===== src/hdl/mwm_pkg.sv =====
// Package for the mecanum wheel mixer: codes, widths, item and config types.
package mwm_pkg;

  localparam int VAL_W    = 18;  // signed wheel value width (exact body mix)
  localparam int MAG_W    = 17;  // wheel magnitude width
  localparam int DUTY_W   = 15;
  localparam int PROD_W   = MAG_W + DUTY_W;
  localparam int REM_W    = PROD_W + 1;
  localparam int Q_BITS   = DUTY_W;  // scaled magnitude never exceeds pwm_max
  localparam int NWHEEL   = 4;

  localparam logic [1:0] CMD_STOP = 2'd0;
  localparam logic [1:0] CMD_RAW  = 2'd1;
  localparam logic [1:0] CMD_TANK = 2'd2;
  localparam logic [1:0] CMD_BODY = 2'd3;

  localparam logic [1:0] REG_PWM_MAX    = 2'd0;
  localparam logic [1:0] REG_PWM_MIN    = 2'd1;
  localparam logic [1:0] REG_INVERT     = 2'd2;

  localparam logic [1:0] DIR_COAST = 2'd0;
  localparam logic [1:0] DIR_FWD   = 2'd1;
  localparam logic [1:0] DIR_REV   = 2'd2;

  typedef struct packed {
    logic [DUTY_W-1:0] pwm_max;
    logic [DUTY_W-1:0] pwm_min;
    logic [3:0]        invert;
  } cfg_t;

  typedef struct packed {
    logic                         stop;
    logic                         body;
    logic [NWHEEL-1:0]            neg;
    logic [NWHEEL-1:0][MAG_W-1:0] mag;
  } item_t;

endpackage


===== src/hdl/mwm_front.sv =====
// Front end: accepts commands, forms the four signed wheel values, splits sign and magnitude.
module mwm_front import mwm_pkg::*; (
  input  logic         clk,
  input  logic         rst,
  input  cfg_t         cfg,
  input  logic         in_valid,
  output logic         in_ready,
  input  logic [1:0]   in_cmd,
  input  logic [143:0] in_data,
  output logic         out_valid,
  input  logic         out_ready,
  output item_t        out_item
);

  logic                   valid;
  item_t                  item;
  item_t                  item_next;
  logic signed [VAL_W-1:0] w [NWHEEL];
  logic signed [VAL_W-1:0] f, s, y, l, r;

  function automatic logic signed [VAL_W-1:0] pol(input logic signed [VAL_W-1:0] v,
                                                  input logic inv);
    return inv ? -v : v;
  endfunction

  always_comb begin
    // strafe and yaw sit in the two top words
    s = VAL_W'($signed(in_data[127:112]));
    f = VAL_W'($signed(in_data[111:96]));
    y = VAL_W'($signed(in_data[143:128]));
    l = VAL_W'($signed(in_data[79:64]));
    r = VAL_W'($signed(in_data[95:80]));
    case (in_cmd)
      CMD_RAW: begin
        for (int i = 0; i < NWHEEL; i++)
          w[i] = VAL_W'($signed(in_data[16*i +: 16]));
      end
      CMD_TANK: begin
        w[0] = pol(l, cfg.invert[0]);
        w[1] = pol(r, cfg.invert[1]);
        w[2] = pol(l, cfg.invert[2]);
        w[3] = pol(r, cfg.invert[3]);
      end
      default: begin
        w[0] = pol(f + s + y, cfg.invert[0]);
        w[1] = pol(f - s - y, cfg.invert[1]);
        w[2] = pol(f - s + y, cfg.invert[2]);
        w[3] = pol(f + s - y, cfg.invert[3]);
      end
    endcase
    item_next.stop = (in_cmd == CMD_STOP);
    item_next.body = (in_cmd == CMD_BODY);
    for (int i = 0; i < NWHEEL; i++) begin
      item_next.neg[i] = w[i][VAL_W-1];
      item_next.mag[i] = w[i][VAL_W-1] ? MAG_W'(-w[i]) : MAG_W'(w[i]);
    end
  end

  assign in_ready  = !valid || out_ready;
  assign out_valid = valid;
  assign out_item  = item;

  always_ff @(posedge clk) begin
    if (rst) begin
      valid <= 1'b0;
    end else if (in_ready) begin
      valid <= in_valid;
    end
    if (in_ready && in_valid) begin
      item <= item_next;
    end
  end

endmodule


===== config.mk =====
export PLATFORM = sky130hd
export DESIGN_NAME = mwm_front
export DESIGN_NICKNAME = d
export VERILOG_FILES = /design/src/hdl/mwm_pkg.sv /design/src/hdl/mwm_front.sv
export SDC_FILE = /design/constraint.sdc
export NUM_CORES = 1
export LEC_CHECK = 0
export BUFFER_PORTS_ARGS = -buffer_cell sky130_fd_sc_hd__buf_2
export CORE_MARGIN = 3
export CORE_UTILIZATION = 45
export CTS_BUF_LIST = sky130_fd_sc_hd__clkbuf_16
export CTS_CLUSTER_DIAMETER = 100
export DETAILED_ROUTE_END_ITERATION = 8
export HOLD_SLACK_MARGIN = 0.08
export PLACE_DENSITY = 0.67
export SLEW_MARGIN = 10
export SYNTH_ARGS = -nofsm -noshare
export SYNTH_HDL_FRONTEND = slang
export SYNTH_SLANG_ARGS = --single-unit

===== constraint.sdc =====
create_clock -name clk -period 16.1 [get_ports clk]
set_clock_uncertainty 0.15 [all_clocks]
set_input_delay 2.415 -clock clk [delete_from_list [all_inputs] [get_ports clk]]
set_output_delay 2.415 -clock clk [all_outputs]
set_load 0.03 [all_outputs]

-- After elaboration in Yosys (flattened, before gate mapping)
Index checks and enable logic that the tools add are counted.
W data, S select, Z words.
- $add $sub $neg: 16
- equal/unequal tests: 3
- muxes and demuxes: 13
- reductions and logical operators: 4
- operator list (cell ; count):
    $mux W18 ; 8
    $pmux W72 S2 ; 1
    $neg A18 Y18 ; 4
    $mux W17 ; 4
    $neg A17 Y17 ; 4
    $add A17 B16 Y18 ; 2
    $neg A16 Y18 ; 2
    $sub A17 B16 Y18 ; 2
    $add A16 B16 Y17 ; 1
    $sub A16 B16 Y17 ; 1
    $eq A2 B2 Y1 const B ; 2
    $eq A2 B1 Y1 const B ; 1
    $logic_not A2 Y1 ; 1
    $logic_and A1 B1 Y1 ; 1
    $logic_not A1 Y1 ; 1
    $logic_or A1 B1 Y1 ; 1
- bits in registers: 75
- bits of input ports: 184
- output and inout port bits: 76
- word-level logic and storage cells: 44

-- Logic depth before layout (Yosys ltp)
- word-level depth: 7
- mapped depth: 28
- gate-level depth less buffers: 26

-- Worst setup path after synthesis
OpenSTA, ideal clock, no wires.
- kind: input port to flip-flop
- start point: in in_data[96]
- end point: reg item, in the netlist out_item[43] (data pin)
- setup time: 0.275 ns
- arrival: 7.472 ns
- data required time: 15.675 ns
- slack: 8.204 ns
- stages on the path: 27
- cells stage by stage: inv_1 -> ha_1 -> fa_1 -> nor2b_1 -> o21ai_0 -> a21oi_1 -> o21ai_0 -> a21oi_1 -> o21ai_0 -> a21boi_0 -> o21ai_0 -> nor2b_1 -> xnor2_1 -> ha_1 -> clkbuf_1 -> nor3_1 -> nand2b_1 -> a211oi_1 -> nor3_1 -> nor4_2 -> o211ai_1 -> or4_1 -> or4_1 -> nand3_2 -> buf_4 -> a31oi_1 -> xnor2_1
- RTL lines (item ; line ; text):
    start: declaration ; mwm_front.sv:9 ; input logic [143:0] in_data,
    end signal: assignment ; mwm_front.sv:70 ; item <= item_next;
    end: declaration ; mwm_front.sv:16 ; item_t item;

==> impl_metrics.tcl <==
set metrics [dict create \
    gp_congestion 0.991 \
    p_per_area_mw_per_mm2 115 \
    setup_tns_ns 0 \
    areaGrowthSynthToFinish_pct 11.6 \
    syn-num-nets 2052 \
    rows 62 \
    end_kind "flop" \
    vias 14100 \
    slew_headroom_pct 29.7 \
    synth-edff-count 74 \
    placedCellCount 2273 \
    cts-root-buf "clkbuf_16" \
    vias_per_cell 6.17 \
    p_leak_uw 0.00621 \
    die-area_mm2 0.0323 \
    yosys-top-cells-count "150 x xnor2_1, 148 x nand2_1, 125 x nor2_1" \
    worstSetupEndpoint "out_item[61]" \
    r2r_slack_ns 14.31 \
    port_buffers 229 \
    yosysMostFrequentCell "xnor2_1" \
    synth_area_mm2 0.0136 \
    antenna_cells 0 \
    dieWidth_um 180 \
    core-area_mm2 0.0292 \
    ys_ff_latch 75 \
    numCtsBuffers 9 \
    drv_slew 0 \
    hp-class "reg2reg" \
    detail-route-antenna-nets 0 \
    htree_levels 3 \
    synth_top_area_share_pct 16.4 \
    cts_resized 0 \
    final-setup-viol-count 0 \
    arrival_ns 9.22 \
    stdcell_count 2289 \
    synth_area_leaders "edfxtp_1 16%, ha_1 11%, xnor2_1 9.7%, nand2_1 4.1%, xor2_1 4.0%" \
    fin_util_pct 51.8 \
    syn_inst 1748 \
    worst_pin_slew_ns 1.05 \
    worstSetupPathType "in2reg" \
    start_util_pct 46.4 \
    dr.pass1.iters 6 \
    ctsHoldBuffers 0 \
    route.detailed.drc 0 \
    hold_violations 0 \
    grtUsageTotal_pct 26.8 \
    wl_um 45300 \
    layout-drive-gt1-share_pct 16.3 \
    place_hpwl_um 36800 \
    clk_pin_slew_worst_paths_ns 0.06 \
    nets 2204 \
    cts_setup_buffers 0 \
    grt_max_degree 75 \
    cp-startpoint "in_data[96]" \
    worst_path_largest_cell_delay_ns 0.88 \
    synthArstFlopShare_pct 0 \
    clock-sinks 75 \
    yosysSeqAreaShare_pct 16.5 \
    holdPathStages 2 \
    fill_cells 2894 \
    synth_top_cell_by_area "edfxtp_1" \
    crit_required_ns 16.04 \
    grt_pass1_vias 13100 \
    drt-initial-drc-count 1476 \
    crit_path_frequent_cell "o21bai_1" \
    finalCriticalPeriod_ns 9.28 \
    period_share_pct 57.7 \
    ir_drop_mv 0.0641 \
    routedWlPerCell_um 19.8 \
    clock_path_buffers 2 \
    die_height_um 180 \
    r2r-end "out_item[28]" \
    cts_tree "yes" \
    timing.fmax_mhz 108 \
    start_kind "input port" \
    worstSkewPairLatency_ns 0.35 \
    synth_warnings 0 \
    drv_cap 0 \
    crit_slowest_cell "nor3_1" \
    outcome "completed" \
    cp_max_fo 17 \
    rsz0062_at_grt "no" \
    ios 260 \
    grt_antenna_before_repair 0 \
    grt_pass1_wl_um 71200 \
    overflow 0 \
    r2r_cells 2 \
    ys_types 103 \
    r2r_start "out_valid" \
    syn_area_per_cell_um2 7.76 \
    ys.flop_type "edfxtp_1" \
]
==> placed cells by master (no fill, tap or decap), drive strengths merged, types with 11 or more instances in the layout <==
| master | Yosys | final |
|---|---|---|
| ha | 114 | 114 |
| o211ai | 18 | 18 |
| mux2i | 11 | 11 |
| and3 | 21 | 21 |
| o21a | 11 | 11 |
| a211oi | 29 | 29 |
| nor4 | 21 | 21 |
| a31oi | 20 | 20 |
| o21bai | 14 | 14 |
| nor2 | 125 | 125 |
| a221oi | 16 | 16 |
| a21oi | 76 | 76 |
| a21o | 19 | 19 |
| nand2b | 41 | 41 |
| a221o | 18 | 18 |
| or3 | 25 | 25 |
| xnor2 | 150 | 150 |
| a211o | 15 | 15 |
| o21ai | 114 | 114 |
| o41ai | 21 | 21 |
| a2111oi | 19 | 19 |
| a22oi | 18 | 18 |
| nand2 | 148 | 148 |
| xor2 | 62 | 62 |
| buf | 30 | 235 |
| and2 | 12 | 12 |
| o31ai | 35 | 35 |
| nand3 | 39 | 39 |
| nor3 | 61 | 61 |
| edfxtp | 74 | 74 |
| nand4 | 14 | 14 |
| inv | 113 | 115 |
| nor2b | 29 | 29 |
==> worst max-delay path: cells and delay by family <==
family	cells	cell delay, ns
compound gates	12	2.45
buf+inv	3	0.34
simple gates	6	2.64
xor+xnor	2	0.40
fa+ha+maj	3	0.96
==> area by class of cell <==
class	count	area, um2	area share, %
clock buffer	9	225	1.49
clock inverter	7	67.6	0.446
inverter	115	432	2.85
multi-input combinational	1464	10500	69.4
sequential	75	2240	14.8
tap	384	480	3.17
timing repair buffer	235	1190	7.87
==> flip-flops by register name (all words and copies together) (netlist names) <==
| register | count |
|---|---|
| out_item | 74 |
| out_valid | 1 |
==> power by group <==
group          switching (uW)  leakage (uW)  internal [uW]  total, uW
Combinational             810       0.00533            429       1240
Clock                    84.2      0.000145            119        204
Sequential               12.4      0.000728            291        304
==> worst min path at each step <==
stage	from	end
after global routing	out_valid	out_valid
after global placement	out_valid	out_valid
after floorplan	out_valid	out_valid
after CTS	out_valid	out_valid
final	out_valid	out_valid
after detailed placement	out_valid	out_valid
==> stage by stage <==
stage	setup slack, ns	instance area [um2]	power [uW]	hold WS, ns
after global routing	6.25	15100	1870	0.410
after CTS	6.88	15100	1730	0.379
after global placement	6.60	14800	1500	0.343
after floorplan	8.20	13600	1210	0.710
final	6.82	15100	1750	0.375
after detailed placement	6.53	14800	1520	0.369
==> kinds of logic after synthesis <==
family	synth area share, %
buf+inv	6.16
fa+ha+maj	11.4
xor+xnor	13.8
flops	16.5
compound gates	28.7
mux	1.06
simple gates	22.4
==> layer usage <==
layer	up-vias	wire, um	track usage [%]
li1	6811	-	-
met1	6671	21400	39.0
met2	597	19900	42.6
met3	51	3220	3.44
met4	0	737	5.63
met5	-	0	0
Note: power is estimated with default switching activity, not from simulation.
