<file path="src/hdl/mwm_pkg.sv">
// Package for the mecanum wheel mixer: codes, widths, item and config types.
package mwm_pkg;

  localparam int VAL_W    = 18;  // signed wheel value width (exact body mix)
  localparam int MAG_W    = 17;  // wheel magnitude width
  localparam int DUTY_W   = 15;
  localparam int PROD_W   = MAG_W + DUTY_W;
  localparam int REM_W    = PROD_W + 1;
  localparam int Q_BITS   = DUTY_W;  // scaled magnitude never exceeds pwm_max
  localparam int NWHEEL   = 4;

  localparam logic [1:0] CMD_STOP = 2'd0;
  localparam logic [1:0] CMD_RAW  = 2'd1;
  localparam logic [1:0] CMD_TANK = 2'd2;
  localparam logic [1:0] CMD_BODY = 2'd3;

  localparam logic [1:0] REG_PWM_MAX    = 2'd0;
  localparam logic [1:0] REG_PWM_MIN    = 2'd1;
  localparam logic [1:0] REG_INVERT     = 2'd2;

  localparam logic [1:0] DIR_COAST = 2'd0;
  localparam logic [1:0] DIR_FWD   = 2'd1;
  localparam logic [1:0] DIR_REV   = 2'd2;

  typedef struct packed {
    logic [DUTY_W-1:0] pwm_max;
    logic [DUTY_W-1:0] pwm_min;
    logic [3:0]        invert;
  } cfg_t;

  typedef struct packed {
    logic                         stop;
    logic                         body;
    logic [NWHEEL-1:0]            neg;
    logic [NWHEEL-1:0][MAG_W-1:0] mag;
  } item_t;

endpackage

</file>
<file path="src/hdl/mwm_queue.sv">
// Two-entry queue between the front end and the scaling back end.
module mwm_queue import mwm_pkg::*; (
  input  logic  clk,
  input  logic  rst,
  input  logic  in_valid,
  output logic  in_ready,
  input  item_t in_item,
  output logic  out_valid,
  input  logic  out_ready,
  output item_t out_item
);

  item_t      mem [2];
  logic       wptr;
  logic       rptr;
  logic [1:0] count;
  logic       push;
  logic       pop;

  assign in_ready  = (count != 2'd2);
  assign out_valid = (count != 2'd0);
  assign out_item  = mem[rptr];
  assign push      = in_valid && in_ready;
  assign pop       = out_valid && out_ready;

  always_ff @(posedge clk) begin
    if (rst) begin
      wptr  <= 1'b0;
      rptr  <= 1'b0;
      count <= 2'd0;
    end else begin
      if (push) wptr <= !wptr;
      if (pop)  rptr <= !rptr;
      count <= count + 2'(push) - 2'(pop);
    end
    if (push) begin
      mem[wptr] <= in_item;
    end
  end

endmodule

</file>
<file path="config.mk">
export PLATFORM = sky130hd
export DESIGN_NAME = mwm_queue
export DESIGN_NICKNAME = d
export VERILOG_FILES = /design/src/hdl/mwm_pkg.sv /design/src/hdl/mwm_queue.sv
export SDC_FILE = /design/constraint.sdc
export NUM_CORES = 1
export LEC_CHECK = 0
export BUFFER_PORTS_ARGS = -buffer_cell sky130_fd_sc_hd__buf_2
export CAP_MARGIN = 20
export CORE_AREA = 2 2 107 109
export CTS_BUF_LIST = sky130_fd_sc_hd__clkbuf_16
export DETAILED_ROUTE_END_ITERATION = 10
export DIE_AREA = 0 0 109 111
export GPL_ROUTABILITY_DRIVEN = 0
export HOLD_SLACK_MARGIN = 0.02
export PLACE_DENSITY = 0.78
export SYNTH_ARGS = -nofsm -noshare
export SYNTH_HDL_FRONTEND = slang
export SYNTH_SLANG_ARGS = --single-unit
export TNS_END_PERCENT = 20
</file>
<file path="constraint.sdc">
create_clock -name clk -period 3.12 [get_ports clk]
set_input_delay 0.156 -clock clk [delete_from_list [all_inputs] [get_ports clk]]
set_output_delay 0.156 -clock clk [all_outputs]
set_load 0.02 [all_outputs]
</file>
-- Word-level counts from Yosys, hierarchy flattened
Memories as Yosys holds them, arrays and structs flattened. A register that Yosys moved wholly into a read port is not among the register bits.
Cells that the tools add are included.
- flip-flop bits (word level): 4
- memories: 1
- output and inout bits: 76
- logic and storage cells: 16
- bits of input ports: 78
- RAM bits: 148
- $add $sub $neg: 2
- reductions and logical operators: 5
- mux-type cells: 4
- equal/unequal tests: 1
- memory list (memory ; words ; width ; rd ports ; clocked after Yosys merged registers in ; write ports ; RTL line ; source):
    mem ; 2 ; 74 ; 1 ; 1 ; 1 ; mwm_queue.sv:13 ; item_t mem [2];
- operator list (kind ; number):
    $mux 1 ; 4
    $add 2x1->2 ; 1
    $logic_and 1x1->1 ; 2
    $logic_not 1->1 ; 2
    $ne 2x2->1 const B ; 1
    $reduce_bool 2->1 ; 1
    $sub 2x1->2 ; 1

-- Depth between registers and ports, before layout
Gate-level depths: netlist (run 1).
- word-level depth: 4
- mapped depth: 6
- depth with buffers taken out: 6

-- Worst setup path before layout (run 1)
Ideal clock, no wire load.
- path kind: flip-flop to flip-flop
- start: register count[0]
- end: memory mem[1][0] in the netlist's numbering, enable pin
- buffers on the path: 0
- library setup time: 0.441 ns
- slack: 0.173 ns
- period minus slack after synthesis: 2.947 ns
- required time: 2.679 ns
- arrival: 2.506 ns
- cell stages (with the launch flop): 3
- path through: dfxtp_1 > nand2b_1 > and3_1
- word-level cells in the longest chain between the ends: 4
- RTL lines (what ; RTL line ; source):
    start: declaration ; mwm_queue.sv:16 ; logic [1:0] count;
    start signal: assignment ; mwm_queue.sv:34 ; count <= count + 2'(push) - 2'(pop);
    $ne 2x2->1 ; mwm_queue.sv:20 ; assign in_ready = (count != 2'd2);
    net in_ready ; mwm_queue.sv:6 ; output logic in_ready,
    $logic_and 1x1->1 ; mwm_queue.sv:23 ; assign push = in_valid && in_ready;
    $mux 1 ; mwm_queue.sv:36 ; if (push) begin
    $mux 1 (not written as such) ; mwm_queue.sv:37 ; mem[wptr] <= in_item;
    end: declaration ; mwm_queue.sv:13 ;
The timed path passes the listed nets, and every way through them passes these cells.

==> impl_metrics.json, run 1 <==
{
  "status": "completed",
  "vias": 3182,
  "fin_crit_sh_pct": 70.0,
  "path_cells": "mux2_1 > buf_2",
  "num_io_pins": 154,
  "critical_path_class": "reg2out",
  "tightest_slew_ns": 0.997,
  "switching_share_pct": 27.1,
  "synth_area_per_cell_sq_um": 21.7,
  "die_h_um": 111,
  "fp.dieArea_sq_um": 12100,
  "yosysWarnings": 0,
  "power_density_nw_per_um2": 723,
  "drt_iter0_markers": 141,
  "clock_path_buffers": 2,
  "cap_violations": 0,
  "clock.fmax_mhz": 458,
  "finalWirelength_um": 10400,
  "grt_pass1_vias": 3333,
  "rsz0062_at_grt": "no",
  "setup_viol": 0,
  "final.setup_skew_ns": 0.00643,
  "syn_nets": 338,
  "power.internal_mw": 4.14,
  "drc": 0,
  "yosys.area_share.simple_pct": 1.74,
  "synth_xor_area_share_pct": 0.156,
  "hold_viol_final": 0,
  "ctsHoldBuffers": 75,
  "synth_most_common_cell": "edfxtp_1",
  "cp_slowest_cell": "dfxtp_4",
  "chipWidth_um": 109,
  "vias_per_cell": 4.84,
  "switching_power_mw": 1.54,
  "grt_first_pass_wirelength_um": 15900,
  "grt_usage_pct": 17.8,
  "synth_edf_count": 148,
  "synth_fa_ha_area_share_pct": 0.222,
  "synth_ff_type": "edfxtp_1",
  "hold_class": "in2reg",
  "synth_compound_area_share_pct": 0.779,
  "synth_top_area_cell": "edfxtp_1",
  "r2r_slack_ns": 1.32,
  "nets": 580,
  "core_area_sq_um": 11100,
  "crit_arrival_ns": 2.03,
  "cts.sinks": 153,
  "min_path_cells": 3,
  "synthesis.area_sq_um": 5620,
  "clk_latency_ns": 0.41,
  "tns_ns": 0,
  "ff2ff_path_depth": 3,
  "ys_top_cells_by_count": "148 x edfxtp_1, 74 x mux2_1, 6 x buf_6",
  "power_leakage_nw": 2.99,
  "io_buffers": 153,
  "h-tree-depth": 4,
  "muxShareOfSynthArea_pct": 14.8,
  "synth_top_family_by_area": "multiplexers",
  "dr.pass1.iters": 4,
  "grt_max_degree": 75,
  "fin_crit_ns": 2.18,
  "required_ns": 2.96,
  "grt-ovfl-total": 0,
  "p_seq_share_pct": 46.7,
  "hpwl_um": 6030,
  "synth_top_area_share_pct": 79.0,
  "ys_ff_latch": 153,
  "cts-buffers-inserted": 17,
  "post_cts_resized": 0,
  "async_flop_share_pct": 0,
  "root_buffer": "clkbuf_16",
  "critPathCapture": "out_item[0]",
  "antenna_found_initial": 1,
  "postRouteAntennaNets": 0,
  "crit_fanout": 74,
  "cts_setup_buffers": 0,
  "synth-seq-area-share_pct": 80.8,
  "yosysUniqueCellTypes": 25,
  "finalMaxSlewViolations": 0,
  "rows": 39,
  "clkTransAtPathRegs_ns": 0.06,
  "syn_inst": 259,
  "tritoncts": "done",
  "wl_per_cell_um": 15.8,
  "irDropWorstVdd_mv": 0.424,
  "combPwrFrac_pct": 19.8,
  "max_stage_delay_ns": 1.00,
  "area_growth_pct": 39.8,
  "r2r_start": "count[0]$_SDFF_PP0_",
  "synth_area_leaders": "edfxtp_1 79%, mux2_1 15%, dfxtp_1 1.8%",
  "pwr-share-clk_pct": 33.5,
  "critPathCaptureType": "output pin",
  "r2r_end": "mem[1][73]$_DFFE_PP_",
  "p_total_mw": 5.68,
  "initial_core_util_pct": 50.8,
  "drive_gt1_share_pct": 37.4,
  "slew_headroom_pct": 33.5,
  "start_kind": "flop"
}
-- sequential cells by signal, indices dropped and copies added, names as in the netlist, named ones only --
signal  cells
mem       148
count       2
wptr        1
rptr        1
-- per-stage QoR --
| stage | instances | worst slack (ns) | util, % | area [sq um] | hold WS (ns) |
|---|---|---|---|---|---|
| 2_1_floorplan | 259 | 0.173 | - | 5620 | 0.225 |
| 3_3_place_gp | 550 | 1.35 | 59.1 | 6550 | 0.344 |
| 3_5_place_dp | 550 | 1.32 | 59.1 | 6550 | 0.347 |
| 4_1_cts | 657 | 0.900 | 70.9 | 7860 | 0.125 |
| 5_1_grt | 658 | 0.795 | 71.0 | 7860 | 0.163 |
| 6_report | 658 | 0.937 | 71.0 | 7860 | 0.142 |
-- kinds of logic (layout without fill, tap and decap cells) --
kind of cell / Yosys count / count (layout)
flip-flops: 153 / 153
multiplexers: 74 / 74
AND/OR/NAND/NOR: 15 / 15
buffers and inverters: 9 / 264
AO/OA/AOI/OAI: 6 / 6
adder cells (fa/ha/maj): 1 / 1
XOR/XNOR: 1 / 1
other: 0 / 1
-- worst min-delay path by stage --
stage                     slack [ns]   startpoint              endpoint
final                           0.14     in_valid     wptr$_SDFFE_PP0P_
after global routing            0.16     in_valid     wptr$_SDFFE_PP0P_
after global placement          0.34  in_item[62]  mem[0][62]$_DFFE_PP_
after detailed placement        0.35  in_item[18]  mem[0][18]$_DFFE_PP_
after floorplan                 0.23          rst     wptr$_SDFFE_PP0P_
after CTS                       0.12     in_valid     wptr$_SDFFE_PP0P_
-- critical path, delay by kind of cell (launching register included) --
| kind | cells | cell delay, ns |
|---|---|---|
| muxes | 1 | 0.41 |
| buffers and inverters | 1 | 0.17 |
| DFF | 1 | 1.00 |
-- cell type report --
class                           count  area (sq um)
Clock buffer                       17           425
Inverter                            1          5.00
Clock inverter                     15           135
Antenna cell                        1          2.50
Fill cell                         738          3220
Sequential cell                   153          4550
Multi-Input combinational cell     97          1000
Tap cell                          143           179
Timing Repair Buffer              231          1560
-- cells in the final DEF (no fill, tap or decap), types with 2 or more instances in the layout --
master and n:
buf_2 153, edfxtp_1 148, dlygate4sd3_1 75, mux2_1 74, clkbuf_16 17, clkinv_2 7
clkinvlp_4 5, nor2_1 4, dfxtp_1 4, nor2b_1 2, clkinv_1 2, bufinv_16 2
buf_12 2
-- power by group through the flow --
stage / clock (mW) / combinational (mW) / sequential [mW]
after floorplan: 0 / 0.815 / 2.58
after global placement: 0 / 1.04 / 2.68
after detailed placement: 0 / 1.05 / 2.70
after CTS: 1.95 / 1.13 / 2.66
after global routing: 2.03 / 1.20 / 2.68
final: 1.90 / 1.13 / 2.65
-- metal layers --
| layer | GRT usage, % | up-vias | wire (um) |
|---|---|---|---|
| met5 | 0 | - | 0 |
| met1 | 20.8 | 1532 | 4300 |
| met3 | 6.29 | 20 | 660 |
| met2 | 29.0 | 116 | 5240 |
| met4 | 8.55 | 0 | 219 |
| li1 | - | 1514 | - |
(Power assumes the default switching activity.)
==> run 2: changes to the inputs <==
==> constraint.sdc (replaced) <==
create_clock -name clk -period 2.29 [get_ports clk]
set_input_delay 0.1145 -clock clk [delete_from_list [all_inputs] [get_ports clk]]
set_output_delay 0.1145 -clock clk [all_outputs]
set_load 0.02 [all_outputs]
==> impl_metrics.json, run 2 (synthesized netlist as in run 1, its figures left out) <==
{
  "rsz0062_at_grt": "no",
  "slew_headroom_pct": 69.8,
  "tritoncts": "done",
  "clock_path_buffers": 2,
  "top_regs": "mem: 148 flops, count: 2 flops",
  "cap_violations": 0,
  "initial_core_util_pct": 50.8,
  "final_area_sq_um": 7940,
  "cts.sinks": 153,
  "fin_crit_ns": 1.98,
  "largest_register_ffs": 148,
  "num_io_pins": 154,
  "core_area_sq_um": 11100,
  "ff_latch_area_sq_um": 4550,
  "cts-buffers-inserted": 17,
  "grt_max_degree": 42,
  "clkTransAtPathRegs_ns": 0.06,
  "io_buffers": 153,
  "postRouteAntennaNets": 0,
  "multi_input_area_sq_um": 1000,
  "irDropWorstVdd_mv": 0.565,
  "hpwl_um": 6130,
  "grt_pass1_vias": 3402,
  "post_cts_resized": 0,
  "drc": 0,
  "clk_latency_ns": 0.40,
  "status": "completed",
  "antenna_found_initial": 0,
  "crit_family": "flip-flops",
  "critPathCaptureType": "output pin",
  "largest-register": "mem",
  "fin_crit_sh_pct": 86.4,
  "path_cells": "buf_4 > mux2_1 > buf_2",
  "root_buffer": "clkbuf_16",
  "die_h_um": 111,
  "power_density_nw_per_um2": 1000,
  "rows": 39,
  "num_antenna_cells": 0,
  "hold_class": "in2reg",
  "finalWorstSetupSlack_ns": 0.311,
  "area_growth_pct": 41.2,
  "cp_slowest_cell": "dfxtp_4",
  "place_area_sq_um": 6590,
  "crit_arrival_ns": 1.86,
  "drive_gt1_share_pct": 37.8,
  "tightest_slew_ns": 0.453,
  "grt_first_pass_wirelength_um": 16200,
  "clock.fmax_mhz": 505,
  "vias": 3188,
  "setup_viol": 0,
  "finalWirelength_um": 10500,
  "finalMaxSlewViolations": 0,
  "pre_cts_slack_ns": 0.676,
  "crit_fanout": 24,
  "chipWidth_um": 109,
  "fp.dieArea_sq_um": 12100,
  "path_buf_inv": 2,
  "h-tree-depth": 4,
  "required_ns": 2.18,
  "final_common_cell": "buf_2",
  "final.setup_skew_ns": 0.00501,
  "dr.pass1.iters": 4,
  "max_stage_delay_ns": 0.57,
  "wl_per_cell_um": 15.9,
  "power_leakage_nw": 3.04,
  "nets": 584,
  "grt-ovfl-total": 0,
  "drt_iter0_markers": 142,
  "vias_per_cell": 4.82,
  "start_kind": "flop",
  "grt_usage_pct": 18.2,
  "fill_cells": 693,
  "layout_common_cells": "153 x buf_2, 148 x edfxtp_1, 75 x dlygate4sd3_1, 74 x mux2_1, 17 x clkbuf_16",
  "critical_path_class": "reg2out",
  "hold_viol_final": 0
}
==> run 2: cell types whose count changed in the layout (fill, tap and decap cells not counted) <==
cell / before / now
clkinv_2: 7 / 2
clkinv_4: 0 / 5
buf_4: 1 / 4
clkinvlp_4: 5 / 3
buf_12: 2 / 3
bufinv_16: 2 / 3
diode_2: 1 / 0
inv_6: 0 / 1
==> run 2: repair_timing <==
action / in CTS / in global routing
buffers inserted: 0 / 0
setup endpoints to repair: 0 / 0
hold buffers: 75 / 0
hold endpoints to repair: 153 / 0
==> run 2: metal layers <==
| metal | part of all wire [%] | wire, um | track usage (%) | vias up |
|---|---|---|---|---|
| li1 | - | - | - | 1520 |
| met1 | 40 | 4220 | 20.5 | 1552 |
| met2 | 53 | 5590 | 31.9 | 103 |
| met3 | 5.5 | 583 | 5.41 | 13 |
| met4 | 1.3 | 141 | 6.92 | 0 |
| met5 | 0 | 0 | 0 | - |
==> run 2: stage by stage <==
stage / setup TNS (ns) / util, % / cells / hold slack (ns) / total power [mW]
floorplan: -29.20 / - / 259 / 0.184 / 4.63
global placement: 0 / 59.5 / 554 / 0.302 / 5.11
detailed placement: 0 / 59.5 / 554 / 0.306 / 5.15
CTS: 0 / 71.7 / 661 / 0.0907 / 8.03
global route: 0 / 71.7 / 661 / 0.106 / 8.30
finish: 0 / 71.7 / 661 / 0.120 / 7.95
==> run 2: layout make-up <==
cell class	instances	area share [%]
Sequential cell	153	57.3
Inverter	1	0.0630
Tap cell	143	2.25
Clock inverter	15	2.24
Multi-Input combinational cell	97	12.6
Timing Repair Buffer	235	20.2
Clock buffer	17	5.36
==> run 2: worst paths after layout <==
path	start	endpoint	slack, ns	depth (start not counted)
setup / recovery	flop	out_item[24]	0.31	3
hold / removal	in_valid	wptr$_SDFFE_PP0P_	0.12	3
setup reg to reg	count[0]$_SDFF_PP0_	mem[0][57]$_DFFE_PP_	0.66	4
hold reg to reg	rptr$_SDFFE_PP0P_	flop	0.51	2
==> run 2: worst min-delay path, cell delays in order <==
cell and delay (ns):
buf_2 0.18, a21bo_1 0.13, a21oi_1 0.05
==> run 2: power by group <==
group | leakage [nW] | switching, mW | internal (mW) | total [mW]
Sequential | 1.43 | 0.120 | 3.40 | 3.52
Clock | 0.285 | 1.06 | 1.71 | 2.77
Combinational | 1.32 | 0.976 | 0.687 | 1.66
